### config.mk
export PLATFORM = sky130hd
export DESIGN_NAME = changed_extent_finder_top
export DESIGN_NICKNAME = d
export VERILOG_FILES = /design/src/cef_pkg.sv /design/src/changed_extent_finder_top.sv /design/src/cef_front.sv /design/src/cef_queue.sv /design/src/cef_back.sv
export SDC_FILE = /design/constraint.sdc
export NUM_CORES = 1
export LEC_CHECK = 0
export BUFFER_PORTS_ARGS = -buffer_cell sky130_fd_sc_hd__clkbuf_2
export CELL_PAD_IN_SITES_DETAIL_PLACEMENT = 0
export CELL_PAD_IN_SITES_GLOBAL_PLACEMENT = 2
export CORE_MARGIN = 1
export CORE_UTILIZATION = 44
export CTS_BUF_LIST = sky130_fd_sc_hd__clkbuf_16
export CTS_CLUSTER_DIAMETER = 30
export CTS_CLUSTER_SIZE = 14
export DETAILED_ROUTE_END_ITERATION = 6
export PLACE_DENSITY = 0.8
export SLEW_MARGIN = 20
export SYNTH_ARGS = -nofsm -noshare
export SYNTH_HDL_FRONTEND = slang
export SYNTH_HIERARCHICAL = 1
export SYNTH_SLANG_ARGS = --single-unit
### constraint.sdc
create_clock -name clock -period 8.2 [get_ports clock]
set_input_delay 0.82 -clock clock [delete_from_list [all_inputs] [get_ports clock]]
set_output_delay 0.82 -clock clock [all_outputs]
set_load 0.02 [all_outputs]
### src/cef_pkg.sv
// ----------------------------------------------------------------------------
// cef_pkg
// Shared types and constants of the changed extent finder: extent records,
// queue entries and reset values.
// ----------------------------------------------------------------------------
`default_nettype none

package cef_pkg;

   // default width of position and length counters
   localparam int OFFSET_BITS_DEFAULT = 32;

   // width of offset and length on the result channel
   localparam int EXTENT_WIDTH = 32;

   // width of the minimum run length register
   localparam int MIN_RUN_WIDTH = 16;

   // minimum run length after reset
   localparam logic [MIN_RUN_WIDTH-1:0] MIN_RUN_RESET = 16'd512;

   // entries in the queue between classifier and emitter
   localparam int QUEUE_DEPTH = 4;

   // one extent as delivered on the result channel
   typedef struct packed {
      logic [EXTENT_WIDTH-1:0] offset;
      logic [EXTENT_WIDTH-1:0] length;
   } extent_type;

   // all extents caused by one input transaction (one or two)
   typedef struct packed {
      logic       two;
      extent_type first;
      extent_type second;
   } entry_type;

endpackage

`default_nettype wire

### src/changed_extent_finder_top.sv
// Flow: an extent is written to the queue in the cycle its req transaction is
//   accepted and goes out on the rsp channel from the registered queue head.
// Throughput: one req transaction per cycle while the queue has room; a
//   two-extent transaction sends both in turn, buffered by the four-entry queue.
// Reset: synchronous; clears position, run, tail and queue, and sets the
//   minimum run length to 512.
// ----------------------------------------------------------------------------
// changed_extent_finder_top
// Streams byte pairs of old and new image and reports the extents of the new
// image that must be rewritten.
// ----------------------------------------------------------------------------
`default_nettype none

module changed_extent_finder_top #(
   parameter int OFFSET_BITS = cef_pkg::OFFSET_BITS_DEFAULT
) (
   input  wire logic                                clock,
   input  wire logic                                reset,
   // byte pair transactions
   input  wire logic                                req_valid,
   output logic                                     req_ready,
   input  wire logic [7:0]                          req_old_byte,
   input  wire logic [7:0]                          req_new_byte,
   input  wire logic                                req_has_old,
   input  wire logic                                req_last_position,
   // extent transactions
   output logic                                     rsp_valid,
   input  wire logic                                rsp_ready,
   output logic [cef_pkg::EXTENT_WIDTH-1:0]         rsp_extent_offset,
   output logic [cef_pkg::EXTENT_WIDTH-1:0]         rsp_extent_length,
   output logic                                     rsp_last_of_item,
   // configuration
   input  wire logic                                csr_valid,
   output logic                                     csr_ready,
   input  wire logic [cef_pkg::MIN_RUN_WIDTH-1:0]   csr_min_run_length
);
   import cef_pkg::*;

   logic      push_valid, push_ready;
   entry_type push_entry;
   logic      pop_valid, pop_ready;
   entry_type pop_entry;

   // classifier
   cef_front #(
      .OFFSET_BITS(OFFSET_BITS)
   ) u_front (
      .clock             (clock),
      .reset             (reset),
      .req_valid         (req_valid),
      .req_ready         (req_ready),
      .req_old_byte      (req_old_byte),
      .req_new_byte      (req_new_byte),
      .req_has_old       (req_has_old),
      .req_last_position (req_last_position),
      .csr_valid         (csr_valid),
      .csr_ready         (csr_ready),
      .csr_min_run_length(csr_min_run_length),
      .push_valid        (push_valid),
      .push_ready        (push_ready),
      .push_entry        (push_entry)
   );

   // decoupling queue
   cef_queue u_queue (
      .clock     (clock),
      .reset     (reset),
      .push_valid(push_valid),
      .push_ready(push_ready),
      .push_entry(push_entry),
      .pop_valid (pop_valid),
      .pop_ready (pop_ready),
      .pop_entry (pop_entry)
   );

   // emitter
   cef_back u_back (
      .clock            (clock),
      .reset            (reset),
      .pop_valid        (pop_valid),
      .pop_ready        (pop_ready),
      .pop_entry        (pop_entry),
      .rsp_valid        (rsp_valid),
      .rsp_ready        (rsp_ready),
      .rsp_extent_offset(rsp_extent_offset),
      .rsp_extent_length(rsp_extent_length),
      .rsp_last_of_item (rsp_last_of_item)
   );

endmodule

`default_nettype wire

### src/cef_front.sv
// ----------------------------------------------------------------------------
// cef_front
// Classifier: tracks position, mismatch run and tail, and turns each byte
// pair into zero, one or two extents for the queue.
// ----------------------------------------------------------------------------
`default_nettype none

module cef_front #(
   parameter int OFFSET_BITS = cef_pkg::OFFSET_BITS_DEFAULT
) (
   input  wire logic                            clock,
   input  wire logic                            reset,
   // input transactions
   input  wire logic                            req_valid,
   output logic                                 req_ready,
   input  wire logic [7:0]                      req_old_byte,
   input  wire logic [7:0]                      req_new_byte,
   input  wire logic                            req_has_old,
   input  wire logic                            req_last_position,
   // configuration
   input  wire logic                            csr_valid,
   output logic                                 csr_ready,
   input  wire logic [cef_pkg::MIN_RUN_WIDTH-1:0] csr_min_run_length,
   // toward the queue
   output logic                                 push_valid,
   input  wire logic                            push_ready,
   output cef_pkg::entry_type                   push_entry
);
   import cef_pkg::*;

   localparam int CMP_W = (OFFSET_BITS > MIN_RUN_WIDTH) ? OFFSET_BITS : MIN_RUN_WIDTH;

   logic [MIN_RUN_WIDTH-1:0] min_run_ff;
   logic [OFFSET_BITS-1:0]   position_ff, position_in;
   logic                     run_open_ff, run_open_in;
   logic [OFFSET_BITS-1:0]   run_start_ff, run_start_in;
   logic                     tail_open_ff, tail_open_in;
   logic [OFFSET_BITS-1:0]   tail_start_ff, tail_start_in;

   logic accept;
   logic [1:0] ext_cnt;
   extent_type ext0, ext1;

   assign req_ready = push_ready;
   assign csr_ready = 1'b1;
   assign accept    = req_valid && req_ready;

   // configuration register
   always_ff @(posedge clock) begin
      if (reset) begin
         min_run_ff <= MIN_RUN_RESET;
      end else if (csr_valid && csr_ready) begin
         min_run_ff <= csr_min_run_length;
      end
   end

   // classify the byte pair and collect extents
   always_comb begin
      logic [OFFSET_BITS-1:0] p;
      logic [OFFSET_BITS-1:0] p_next;
      logic [OFFSET_BITS-1:0] run_len;
      logic                   match;
      logic                   r_open;
      logic [OFFSET_BITS-1:0] r_start;
      logic                   t_open;
      logic [OFFSET_BITS-1:0] t_start;

      p       = position_ff;
      p_next  = p + OFFSET_BITS'(1);
      run_len = p - run_start_ff;
      match   = (req_old_byte == req_new_byte);
      r_open  = run_open_ff;
      r_start = run_start_ff;
      t_open  = tail_open_ff;
      t_start = tail_start_ff;
      ext_cnt = 2'd0;
      ext0    = '0;
      ext1    = '0;

      if (req_has_old && !t_open) begin
         // old data present: close run on a match once long enough
         if (r_open) begin
            if (match && (CMP_W'(run_len) >= CMP_W'(min_run_ff))) begin
               ext0.offset = EXTENT_WIDTH'(r_start);
               ext0.length = EXTENT_WIDTH'(run_len);
               ext_cnt     = 2'd1;
               r_open      = 1'b0;
            end
         end else if (!match) begin
            r_open  = 1'b1;
            r_start = p;
         end
      end else begin
         // old data ended: close run, open tail
         if (r_open) begin
            ext0.offset = EXTENT_WIDTH'(r_start);
            ext0.length = EXTENT_WIDTH'(run_len);
            ext_cnt     = 2'd1;
            r_open      = 1'b0;
         end
         if (!t_open) begin
            t_open  = 1'b1;
            t_start = p;
         end
      end

      position_in   = p_next;
      run_open_in   = r_open;
      run_start_in  = r_start;
      tail_open_in  = t_open;
      tail_start_in = t_start;

      // final position: flush run and tail, restart at offset zero
      if (req_last_position) begin
         if (r_open) begin
            // a run here never follows an extent of this transaction
            ext0.offset = EXTENT_WIDTH'(r_start);
            ext0.length = EXTENT_WIDTH'(p_next - r_start);
            ext_cnt     = 2'd1;
         end
         if (t_open) begin
            if (ext_cnt == 2'd0) begin
               ext0.offset = EXTENT_WIDTH'(t_start);
               ext0.length = EXTENT_WIDTH'(p_next - t_start);
               ext_cnt     = 2'd1;
            end else begin
               ext1.offset = EXTENT_WIDTH'(t_start);
               ext1.length = EXTENT_WIDTH'(p_next - t_start);
               ext_cnt     = 2'd2;
            end
         end
         position_in   = '0;
         run_open_in   = 1'b0;
         run_start_in  = '0;
         tail_open_in  = 1'b0;
         tail_start_in = '0;
      end
   end

   // queue write
   assign push_valid        = accept && (ext_cnt != 2'd0);
   assign push_entry.two    = (ext_cnt == 2'd2);
   assign push_entry.first  = ext0;
   assign push_entry.second = ext1;

   // tracking state
   always_ff @(posedge clock) begin
      if (reset) begin
         position_ff   <= '0;
         run_open_ff   <= 1'b0;
         run_start_ff  <= '0;
         tail_open_ff  <= 1'b0;
         tail_start_ff <= '0;
      end else if (accept) begin
         position_ff   <= position_in;
         run_open_ff   <= run_open_in;
         run_start_ff  <= run_start_in;
         tail_open_ff  <= tail_open_in;
         tail_start_ff <= tail_start_in;
      end
   end

endmodule

`default_nettype wire

### src/cef_queue.sv
// ----------------------------------------------------------------------------
// cef_queue
// Short FIFO of extent entries between classifier and emitter, so that each
// side stalls on its own.
// ----------------------------------------------------------------------------
`default_nettype none

module cef_queue (
   input  wire logic               clock,
   input  wire logic               reset,
   input  wire logic               push_valid,
   output logic                    push_ready,
   input  wire cef_pkg::entry_type push_entry,
   output logic                    pop_valid,
   input  wire logic               pop_ready,
   output cef_pkg::entry_type      pop_entry
);
   import cef_pkg::*;

   localparam int PTR_W = $clog2(QUEUE_DEPTH);
   localparam int CNT_W = $clog2(QUEUE_DEPTH + 1);

   entry_type          slot_ff [QUEUE_DEPTH];
   logic [PTR_W-1:0]   wr_ptr_ff, rd_ptr_ff;
   logic [CNT_W-1:0]   count_ff, count_in;
   logic               push, pop;

   assign push_ready = (count_ff != CNT_W'(QUEUE_DEPTH));
   assign pop_valid  = (count_ff != '0);
   assign push       = push_valid && push_ready;
   assign pop        = pop_valid && pop_ready;
   assign pop_entry  = slot_ff[rd_ptr_ff];

   // fill level
   always_comb begin
      count_in = count_ff;
      if (push && !pop) begin
         count_in = count_ff + CNT_W'(1);
      end else if (pop && !push) begin
         count_in = count_ff - CNT_W'(1);
      end
   end

   // pointers and fill level
   always_ff @(posedge clock) begin
      if (reset) begin
         wr_ptr_ff <= '0;
         rd_ptr_ff <= '0;
         count_ff  <= '0;
      end else begin
         if (push) begin
            wr_ptr_ff <= wr_ptr_ff + PTR_W'(1);
         end
         if (pop) begin
            rd_ptr_ff <= rd_ptr_ff + PTR_W'(1);
         end
         count_ff <= count_in;
      end
   end

   // entry storage
   always_ff @(posedge clock) begin
      if (push) begin
         slot_ff[wr_ptr_ff] <= push_entry;
      end
   end

endmodule

`default_nettype wire

### src/cef_back.sv
// ----------------------------------------------------------------------------
// cef_back
// Emitter: takes queue entries and sends their one or two extents on the
// result channel, marking the last extent of each input transaction.
// ----------------------------------------------------------------------------
`default_nettype none

module cef_back (
   input  wire logic                              clock,
   input  wire logic                              reset,
   input  wire logic                              pop_valid,
   output logic                                   pop_ready,
   input  wire cef_pkg::entry_type                pop_entry,
   output logic                                   rsp_valid,
   input  wire logic                              rsp_ready,
   output logic [cef_pkg::EXTENT_WIDTH-1:0]       rsp_extent_offset,
   output logic [cef_pkg::EXTENT_WIDTH-1:0]       rsp_extent_length,
   output logic                                   rsp_last_of_item
);
   import cef_pkg::*;

   logic       second_ff, second_in;
   logic       rsp_take;
   extent_type cur;

   assign rsp_valid         = pop_valid;
   assign rsp_take          = rsp_valid && rsp_ready;
   assign cur               = second_ff ? pop_entry.second : pop_entry.first;
   assign rsp_extent_offset = cur.offset;
   assign rsp_extent_length = cur.length;
   assign rsp_last_of_item  = !pop_entry.two || second_ff;

   // release the entry once its last extent is taken
   assign pop_ready = rsp_ready && rsp_last_of_item;

   // which extent of the head entry goes out next
   always_comb begin
      second_in = second_ff;
      if (rsp_take) begin
         second_in = !rsp_last_of_item;
      end
   end

   always_ff @(posedge clock) begin
      if (reset) begin
         second_ff <= 1'b0;
      end else begin
         second_ff <= second_in;
      end
   end

endmodule

`default_nettype wire

==> results of run 1 <==
layout make-up:
cell class	instances	area share, %
multi-input combinational	1653	35.0
antenna	2	0.0132
clock buffer	132	8.72
clock inverter	103	2.71
inverter	81	0.802
tap	950	3.14
sequential	640	47.5
timing repair buffer	139	2.10
worst min-delay path, delay by kind of cell:
| kind | cells | cell delay [ns] |
|---|---|---|
| AND/OR/NAND/NOR | 1 | 0.07 |
| multiplexers | 1 | 0.05 |
| buffers and inverters | 1 | 0.08 |
synthesized netlist by cell type (47+ instances only):
master / instances
xnor2_1: 71
dfxtp_1: 124
nor2_1: 321
nand2_1: 138
edfxtp_1: 516
mux4_2: 129
o21ai_0: 65
ha_1: 115
o221ai_1: 50
clkbuf_1: 79
inv_1: 81
mux2i_1: 81
a21oi_1: 157
xor2_1: 47
cells by family after synthesis:
| logic type | after synthesis | share of synthesized area (%) |
|---|---|---|
| XOR/XNOR | 118 | 3.21 |
| multiplexers | 277 | 13.9 |
| flip-flops | 640 | 55.8 |
| buffers and inverters | 217 | 3.15 |
| AND/OR/NAND/NOR | 643 | 8.91 |
| other | 1 | 0.0116 |
| AO/OA/AOI/OAI | 495 | 10.3 |
| adder cells (fa/ha/maj) | 119 | 4.71 |
power breakdown:
part / total, mW / switching [mW] / internal, mW
clock network: 5.08 / 1.78 / 3.31
registers: 3.78 / 0.111 / 3.67
logic: 1.74 / 0.991 / 0.751
routing by layer:
layer	up-vias	wire length (um)	share of wire, %	track usage (%)
li1	9886	-	-	-
met1	11100	41900	47	37.1
met2	880	39700	44	35.6
met3	132	6610	7.4	4.00
met4	2	1670	1.9	6.65
met5	-	13	0.014	0
path summary, 6_finish.rpt:
check,end
min,u_front/min_run_ff[15]
min reg2reg,u_front/tail_start_ff[9]
max reg2reg,u_queue/slot_ff[1][60]
max,u_queue/slot_ff[1][60]
registers in the layout, summed over array words and instances (netlist names), named ones only:
signal	flops
u_queue/slot_ff	516
u_front/run_start_ff	32
u_front/position_ff	32
u_queue/wr_ptr_ff	2
u_back/second_ff	1
u_front/tail_start_ff	32
u_queue/count_ff	3
u_front/min_run_ff	16
u_front/run_open_ff	1
u_queue/rd_ptr_ff	2
u_front/tail_open_ff	1
==> results.cfg, run 1 <==
[setup_path]
cp-start-kind = flip-flop
slowest_delay_ns = 0.79
worstSetupStartpoint = u_front/position_ff[0]
cp_slowest_cell = and2_4
end_kind = flip-flop
rr_worst_depth = 21
r2r_start = u_front/position_ff[0]
ff2ff_setup_slack_ns = 1.43
cp.depth = 21
cp.required_ns = 8.52
criticalPathCategory = flip-flop to flip-flop
path_max_fanout = 56
cp.buffers_inverters = 2
cp_top_family = compound AO/OA/AOI/OAI gates
arrival_ns = 7.09
path_cells = inv_1 > ha_1 > fa_1 > nand2b_1 > a21o_1 > and2_1 > o21ai_0 > a21oi_1 > xnor2_1 > ha_1 > nand4_1 > nor4_1 > o311a_1 > or3_1 > nor4_2 > nand2_1 > o21ai_0 > a211oi_1 > a21boi_2 > and2_4 > buf_4

[min_path]
hold_class = input pin to flip-flop
hp-start = csr_min_run_length[15]
hold_depth = 3

[place]
gp_congestion = 0.939
dp_cells = 3463
place_area_um2 = 33600
numPortBuffers = 105
hpwlAfterDp_mm = 61.5
pre_cts_ws_ns = 1.40

[sta]
setup_viol = 0
fin_hold_ws_ns = 0.365
slew-limit-headroom_pct = 29.6
maxSlewViolCount = 0
hold_viol = 0
min_period_ns = 6.77
max_freq_ghz = 0.148
fin_setup_tns_ns = 0
rsz0062_at_grt = false
worst_pin_slew_ns = 1.06
fin_skew_ns = 0.0321
finalWorstSetupSlack_ns = 1.43
fin_crit_sh_pct = 82.6

[yosys]
syn-mean-instance-area_um2 = 12.8
ys.warnings.count = 6
syn_nets = 2668
ys.flop_type = edfxtp_1
syn_area_um2 = 32200
async_flop_share_pct = 0
synth_top_area_share_pct = 48.1
ys_ff_latch = 640
seq_area_frac_synth_pct = 55.8
synth-edff-count = 516
yosysTopAreaCell = edfxtp_1
synth.distinct_cells = 88
syn_inst = 2510
yosys-top-cells-area = edfxtp_1 48%, mux4_2 9.0%, dfxtp_1 7.7%

[pwr]
ir_drop_v = 0.000257
p_leak_nw = 13.5
power_mw = 10.6
powerDensity_nw_per_um2 = 280

[floorplanning]
fp.dieW_um = 273
die-area_um2 = 74300
design.core.area_um2 = 72000
pin_count = 107
start_util_pct = 44.8
die_h_um = 273
rows = 98

[global_route]
grt_max_degree = 97
grt_pass1_vias = 21500
grt_pass1_wl_mm = 135
overflow = 0
grt_usage_pct = 24.3
grt_antenna_before_repair = 2

[layout]
post-route-util_pct = 52.6
final_common_cell = edfxtp_1
final_cell_mix = 516 x edfxtp_1, 319 x nor2_1, 157 x a21oi_1, 135 x nand2_1, 132 x clkbuf_16
design_area_um2 = 37900
ff_latch_area_um2 = 18000
synthToLayoutAreaGrowth_pct = 17.6
drive_gt1_share_pct = 19.8
fillers = 5973
stdcell_count = 3700
multi_input_area_um2 = 13300
nets = 2803

[clocking]
cts_buffers = 130
tritoncts = yes
htreeDepth = 4
cts_sinks = 640
cts_buffer_depth = 3
clock_latency_ns = 0.70
cts-root-buf = clkbuf_16
clk_pin_slew_ns = 0.04
postCtsSetupBuffers = 0
hold_buffers = 0
cts_resized = 0

[detailed_routing]
drt-initial-drc-count = 2330
drtAntennaViolNets = 0
drc = 0
finalWirelength_mm = 89.8
drtPass1Iterations = 5
wl_per_cell_um = 24.3
vias = 22000
vias_per_cell = 5.94

[run_status]
status = finished clean

[run]
maxCapViolCount = 0
Power figures use the tool's default switching activity.
==> inputs of run 2 (changes only) <==
--- a/config.mk
+++ b/config.mk
@@ -5,16 +5,17 @@
 export SDC_FILE = /design/constraint.sdc
 export NUM_CORES = 1
 export LEC_CHECK = 0
+export ABC_AREA = 1
 export BUFFER_PORTS_ARGS = -buffer_cell sky130_fd_sc_hd__clkbuf_2
 export CELL_PAD_IN_SITES_DETAIL_PLACEMENT = 0
 export CELL_PAD_IN_SITES_GLOBAL_PLACEMENT = 2
 export CORE_MARGIN = 1
-export CORE_UTILIZATION = 44
+export CORE_UTILIZATION = 36
 export CTS_BUF_LIST = sky130_fd_sc_hd__clkbuf_16
 export CTS_CLUSTER_DIAMETER = 30
 export CTS_CLUSTER_SIZE = 14
 export DETAILED_ROUTE_END_ITERATION = 6
-export PLACE_DENSITY = 0.8
+export PLACE_DENSITY = 0.78
 export SLEW_MARGIN = 20
 export SYNTH_ARGS = -nofsm -noshare
 export SYNTH_HDL_FRONTEND = slang
==> constraint.sdc (replaced) <==
create_clock -name clock -period 6 [get_ports clock]
set_input_delay 0.6 -clock clock [delete_from_list [all_inputs] [get_ports clock]]
set_output_delay 0.6 -clock clock [all_outputs]
set_load 0.02 [all_outputs]
==> run 2 against run 1 <==
Non-clock buffer count grew 46. Register-to-register slack got worse by 0.75 ns. Synthesized area up 7.2%. Die area is 31% higher. Largest power group unchanged. Highest routed layer unchanged.
==> results.cfg, run 2 <==
[setup_path]
arrival_ns = 5.73
criticalPathCategory = flip-flop to flip-flop
end_kind = flip-flop
r2r-end = u_queue/slot_ff[3][35]
cp-start-kind = flip-flop
path_max_fanout = 33
rr_worst_depth = 24
r2r_start = u_front/position_ff[0]
cp.required_ns = 6.41
ff2ff_setup_slack_ns = 0.67

[yosys]
synthTopCellsByCount = 1027 x nand2_1, 516 x edfxtp_1, 504 x nor2_1
ys.warnings.count = 6
ys.flop_type = edfxtp_1
syn-mean-instance-area_um2 = 8.67
synth.distinct_cells = 50
syn_nets = 4141
syn_area_um2 = 34500
synth-edff-count = 516
yosys-top-cells-area = edfxtp_1 45%, nand2_1 11%, dfxtp_1 7.2%
syn_inst = 3983
seq_area_frac_synth_pct = 52.1
yosysTopAreaCell = edfxtp_1
ys_ff_latch = 640
async_flop_share_pct = 0
synth.most_common_cell = nand2_1
synth_top_area_share_pct = 44.9

[global_route]
overflow = 0
grt_antenna_before_repair = 2
grt_usage_pct = 24.4
grt_pass1_vias = 27300
grt_max_degree = 199
grt_pass1_wl_mm = 177

[place]
place_area_um2 = 36400
pre_cts_ws_ns = 0.590
gp_congestion = 1.00
hpwlAfterDp_mm = 86.5
dp_cells = 5249
numPortBuffers = 105

[detailed_routing]
vias_per_cell = 5.16
drtPass1Iterations = 6
drtAntennaViolNets = 0
drt-initial-drc-count = 2615
wl_per_cell_um = 21.8
routed.top_layer = met5
met3_length_mm = 7.64
finalWirelength_mm = 120
wl_met2_mm = 53.9
drc = 0
vias = 28400
wl_met1_mm = 55.9

[layout]
num_antenna_cells = 0
drive_gt1_share_pct = 11.6
final_common_cell = nand2_1
final_cell_mix = 1026 x nand2_1, 516 x edfxtp_1, 498 x nor2_1, 403 x inv_1, 291 x o21ai_0
stdcell_count = 5507
nets = 4286
design_area_um2 = 41200
regMostFlops = u_queue/slot_ff
largest_reg_flops = 516
synthToLayoutAreaGrowth_pct = 19.3

[sta]
fin_hold_ws_ns = 0.0913
fin_crit_sh_pct = 88.8
slew-limit-headroom_pct = 26.4
fin_skew_ns = 0.0447
min_period_ns = 5.33
setup_viol = 0
maxSlewViolCount = 0
hold_viol = 0
finalWorstSetupSlack_ns = 0.672
worst_pin_slew_ns = 1.10
rsz0062_at_grt = false
max_freq_ghz = 0.188

[pwr]
powerDensity_nw_per_um2 = 405
p_leak_nw = 17.1
ir_drop_v = 0.000227

[floorplanning]
pin_count = 107
fp.dieW_um = 312
start_util_pct = 36.3
die-area_um2 = 97100
design.core.area_um2 = 95000
rows = 113
die_h_um = 312

[clocking]
cts_buffer_depth = 3
cts_resized = 0
clk_pin_slew_ns = 0.04
cts_sinks = 640
tritoncts = yes
hold_buffers = 0
postCtsSetupBuffers = 0
cts_buffers = 142
htreeDepth = 4
cts-root-buf = clkbuf_16
clock_latency_ns = 0.75

[run_status]
status = finished clean

[min_path]
hp-start = csr_min_run_length[9]
hold_depth = 3
hold_class = input pin to flip-flop
hold_end = u_front/min_run_ff[9]

[run]
maxCapViolCount = 0
run 2: cell types whose count changed in the layout (fill, tap and decap cells not counted), moves of 50 or more:
cell,previous run,this run
inv_1,92,403
mux2i_1,81,3
mux4_2,129,0
nand2_1,135,1026
nand3_1,26,86
nor2_1,319,498
o21ai_0,65,291
o21ai_1,5,102
o221ai_1,50,0
o22ai_1,4,159
run 2: worst max-delay path, cell delays in order (launching register included):
cell	delay [ns]
dfxtp_1	0.39
inv_1	0.16
ha_1	0.26
fa_1	0.41
inv_1	0.14
nand3_1	0.10
nand3_1	0.20
xor2_1	0.29
ha_1	0.29
nand2_1	0.09
nor2_1	0.06
a211oi_1	0.17
nand2_1	0.09
nand2_1	0.06
nand3_1	0.09
nor2_1	0.10
nand2_1	0.07
nor2_2	0.11
nand3_1	0.12
nand2_4	0.11
nand2_4	0.05
a21oi_2	0.25
nand2_1	0.31
nor2_4	0.72
buf_12	0.31
run 2: metrics by stage:
| stage | total power [mW] | util (%) | TNS, ns |
|---|---|---|---|
| floorplan | 7.88 | - | -559.41 |
| global placement | 9.17 | 38.3 | 0 |
| detailed placement | 9.18 | 38.3 | 0 |
| CTS | 16.8 | 43.4 | 0 |
| global route | 17.4 | 43.4 | 0 |
| finish | 16.7 | 43.4 | 0 |
run 2: layer usage:
metal,vias up,track usage [%]
met3,157,4.21
met5,-,0
met1,13600,35.0
met4,2,6.72
li1,13700,-
met2,915,37.8
run 2: kinds of logic after synthesis:
| family | count (synthesis) | share of synthesized area, % |
|---|---|---|
| simple gates | 1727 | 19.9 |
| compound gates | 814 | 13.4 |
| flops | 640 | 52.1 |
| buf+inv | 575 | 7.43 |
| fa+ha+maj | 119 | 4.40 |
| xor+xnor | 104 | 2.64 |
| mux | 3 | 0.0870 |
| other cells | 1 | 0.0109 |
run 2: cell type report:
| cell class | count | area, um^2 |
|---|---|---|
| clock buffers | 143 | 3580 |
| clock inverters | 115 | 1210 |
| fillers | 9430 | 53800 |
| inverters | 391 | 1480 |
| multi-input cells | 2768 | 14000 |
| flip-flops and latches | 640 | 18000 |
| well taps | 1265 | 1580 |
| repair buffers | 185 | 1320 |
run 2: worst max-delay path by stage:
stage	from	to	slack (ns)
after floorplan	u_front/position_ff[0]	u_queue/slot_ff[0][0]	-1.08
final	u_front/position_ff[0]	u_queue/slot_ff[3][35]	0.67
after global placement	u_front/position_ff[0]	u_queue/slot_ff[3][26]	0.65
after detailed placement	u_front/position_ff[0]	u_queue/slot_ff[3][26]	0.59
after global routing	u_front/position_ff[0]	u_queue/slot_ff[3][19]	0.23
after CTS	u_front/position_ff[0]	u_queue/slot_ff[3][19]	0.55
run 2: power by group:
group / switching, mW / total [mW] / internal [mW]
Combinational: 2.78 / 3.84 / 1.05
Sequential: 0.137 / 5.23 / 5.09
Clock: 2.51 / 7.62 / 5.11
Total: 5.43 / 16.7 / 11.3
==> inputs of run 3 (changes only) <==
--- a/config.mk
+++ b/config.mk
@@ -5,19 +5,19 @@
 export SDC_FILE = /design/constraint.sdc
 export NUM_CORES = 1
 export LEC_CHECK = 0
-export ABC_AREA = 1
 export BUFFER_PORTS_ARGS = -buffer_cell sky130_fd_sc_hd__clkbuf_2
 export CELL_PAD_IN_SITES_DETAIL_PLACEMENT = 0
 export CELL_PAD_IN_SITES_GLOBAL_PLACEMENT = 2
 export CORE_MARGIN = 1
-export CORE_UTILIZATION = 36
+export CORE_UTILIZATION = 40
 export CTS_BUF_LIST = sky130_fd_sc_hd__clkbuf_16
 export CTS_CLUSTER_DIAMETER = 30
 export CTS_CLUSTER_SIZE = 14
 export DETAILED_ROUTE_END_ITERATION = 6
-export PLACE_DENSITY = 0.78
+export PLACE_DENSITY = 0.77
 export SLEW_MARGIN = 20
 export SYNTH_ARGS = -nofsm -noshare
 export SYNTH_HDL_FRONTEND = slang
 export SYNTH_HIERARCHICAL = 1
 export SYNTH_SLANG_ARGS = --single-unit
+export TNS_END_PERCENT = 30
==> run 3 against run 2 <==
Via count shrank 22%. Utilization grew 5.9 points. Non-clock buffer count grew 64. Cell area shrank 5.1%. Flip-flop and latch count is the same. Total power shrank 11%. Wire length shrank 23%. Clock skew shrank 0.0067 ns. Clock power shrank 6.8%. Critical path type unchanged.
==> results.cfg, run 3 (same netlist as run 1, synthesis figures left out) <==
[run_status]
status = finished clean

[pwr]
p_int_mw = 10.8
p_sw_mw = 3.97
powerDensity_nw_per_um2 = 378
p_comb_share_pct = 16.8
seqPwrFrac_pct = 35.1
p_leak_nw = 14.1
power_frac_clock_pct = 48.1
swShare_pct = 26.9
ir_drop_v = 0.000210

[setup_path]
end_kind = flip-flop
cp_top_family = compound AO/OA/AOI/OAI gates
cp.buffers_inverters = 4
r2r_start = u_front/run_start_ff[1]
rr_worst_depth = 28
cp.depth = 28
ff2ff_setup_slack_ns = 0.29
cp_slowest_cell = dfxtp_1
cp-start-kind = flip-flop
cp.required_ns = 6.62
r2r-end = u_queue/count_ff[2]
arrival_ns = 6.33
slowest_delay_ns = 0.41
path_max_fanout = 5
criticalPathCategory = flip-flop to flip-flop

[clocking]
clock_latency_ns = 0.70
cts_buffers = 131
tritoncts = yes
clk_pin_slew_ns = 0.05
cts-root-buf = clkbuf_16
postCtsSetupBuffers = 0
cts_buffer_depth = 3
htreeDepth = 4
cts_sinks = 640

[global_route]
grt_antenna_before_repair = 0
overflow = 0
grt_pass1_wl_mm = 139
grt_pass1_vias = 21800
grt_usage_pct = 22.6
grt_max_degree = 69

[sta]
fin_crit_sh_pct = 95.1
hold_viol = 0
setup_viol = 0
maxSlewViolCount = 0
fin_skew_ns = 0.0380
worst_pin_slew_ns = 0.994
min_period_ns = 5.71
rsz0062_at_grt = false
max_freq_ghz = 0.175
slew-limit-headroom_pct = 33.8
fin_hold_ws_ns = 0.166

[layout]
regMostFlops = u_queue/slot_ff
largest_reg_flops = 516
synthToLayoutAreaGrowth_pct = 21.3
design_area_um2 = 39100
num_antenna_cells = 0
nets = 2914
fillers = 6947
final_common_cell = edfxtp_1
drive_gt1_share_pct = 23.4
final_cell_mix = 516 x edfxtp_1, 319 x nor2_1, 157 x a21oi_1, 135 x nand2_1, 133 x clkbuf_16

[detailed_routing]
vias_per_cell = 5.67
drt-initial-drc-count = 1941
drtAntennaViolNets = 0
vias = 22200
wl_per_cell_um = 23.7
drtPass1Iterations = 5
finalWirelength_mm = 92.6
drc = 0

[place]
place_area_um2 = 34700
gp_congestion = 0.926
hpwlAfterDp_mm = 65.0
numPortBuffers = 105

[floorplanning]
die-area_um2 = 81700
design.core.area_um2 = 79400
rows = 103
pin_count = 107
die_h_um = 286
start_util_pct = 40.6
fp.dieW_um = 286

[min_path]
hold_depth = 3
hold_class = input pin to flip-flop
hold_end = u_front/min_run_ff[14]
hp-start = csr_min_run_length[14]

[run]
maxCapViolCount = 0
## run 3: cell types whose count changed in the layout (fill, tap and decap cells not counted), sizes merged, moves of 67 or more
cell / before / now
o21ai: 393 / 73
mux2i: 3 / 81
nor2: 509 / 323
inv: 414 / 112
o22ai: 159 / 4
nand2: 1032 / 138
mux4: 0 / 129
mux2: 0 / 67
## run 3: cell type report
class / instances / area, um^2 / area share (%)
Clock buffer: 133 / 3330 / 8.52
Timing Repair Buffer: 249 / 1780 / 4.56
Sequential cell: 640 / 18000 / 46.0
Tap cell: 1050 / 1310 / 3.36
Clock inverter: 107 / 1090 / 2.78
Inverter: 81 / 304 / 0.778
Multi-Input combinational cell: 1653 / 13300 / 34.0
## run 3: metrics by stage
stage / power, mW / util (%) / setup TNS (ns) / cells / worst slack (ns)
floorplan: 7.00 / - / -318.37 / 2510 / -1.23
global placement: 7.76 / 43.7 / 0 / 3673 / 0.0914
detailed placement: 7.77 / 43.7 / 0 / 3673 / 0.0724
CTS: 14.9 / 49.2 / 0 / 3913 / 0.0785
global route: 15.3 / 49.2 / 0 / 3913 / 0.0308
finish: 14.8 / 49.2 / 0 / 3913 / 0.294
## run 3: layer usage
metal | vias to the layer above | global-route usage, % | routed length (um)
met1 | 11200 | 34.7 | 45300
met2 | 724 | 33.0 | 40600
met4 | 0 | 5.94 | 1510
met3 | 104 | 3.60 | 5230
met5 | - | 0 | 0
li1 | 10100 | - | -
## run 3: how the worst max path moves through the flow
stage	start	to
after floorplan	u_front/position_ff[0]	u_queue/slot_ff[0][0]
after global placement	u_front/position_ff[0]	u_queue/count_ff[2]
after detailed placement	u_front/position_ff[0]	u_queue/count_ff[2]
after CTS	u_front/position_ff[0]	u_queue/count_ff[2]
after global routing	u_front/run_start_ff[1]	u_queue/count_ff[2]
final	u_front/run_start_ff[1]	u_queue/count_ff[2]
## run 3: repair_timing
item | in CTS | in global routing
gates resized for setup | 0 | 2
setup endpoints to repair | 0 | 469
hold buffers | 0 | 0
## run 3: power groups by stage
stage	Sequential (mW)	Combinational, mW	Clock (mW)
after global placement	5.26	2.50	0
after floorplan	5.16	1.85	0
after global routing	5.21	2.65	7.43
after CTS	5.19	2.52	7.20
final	5.18	2.48	7.10
after detailed placement	5.27	2.50	0
## run 3: worst min-delay path: stages
cell and delay, ns:
clkbuf_2 0.08, mux2i_1 0.06, nor2_1 0.07
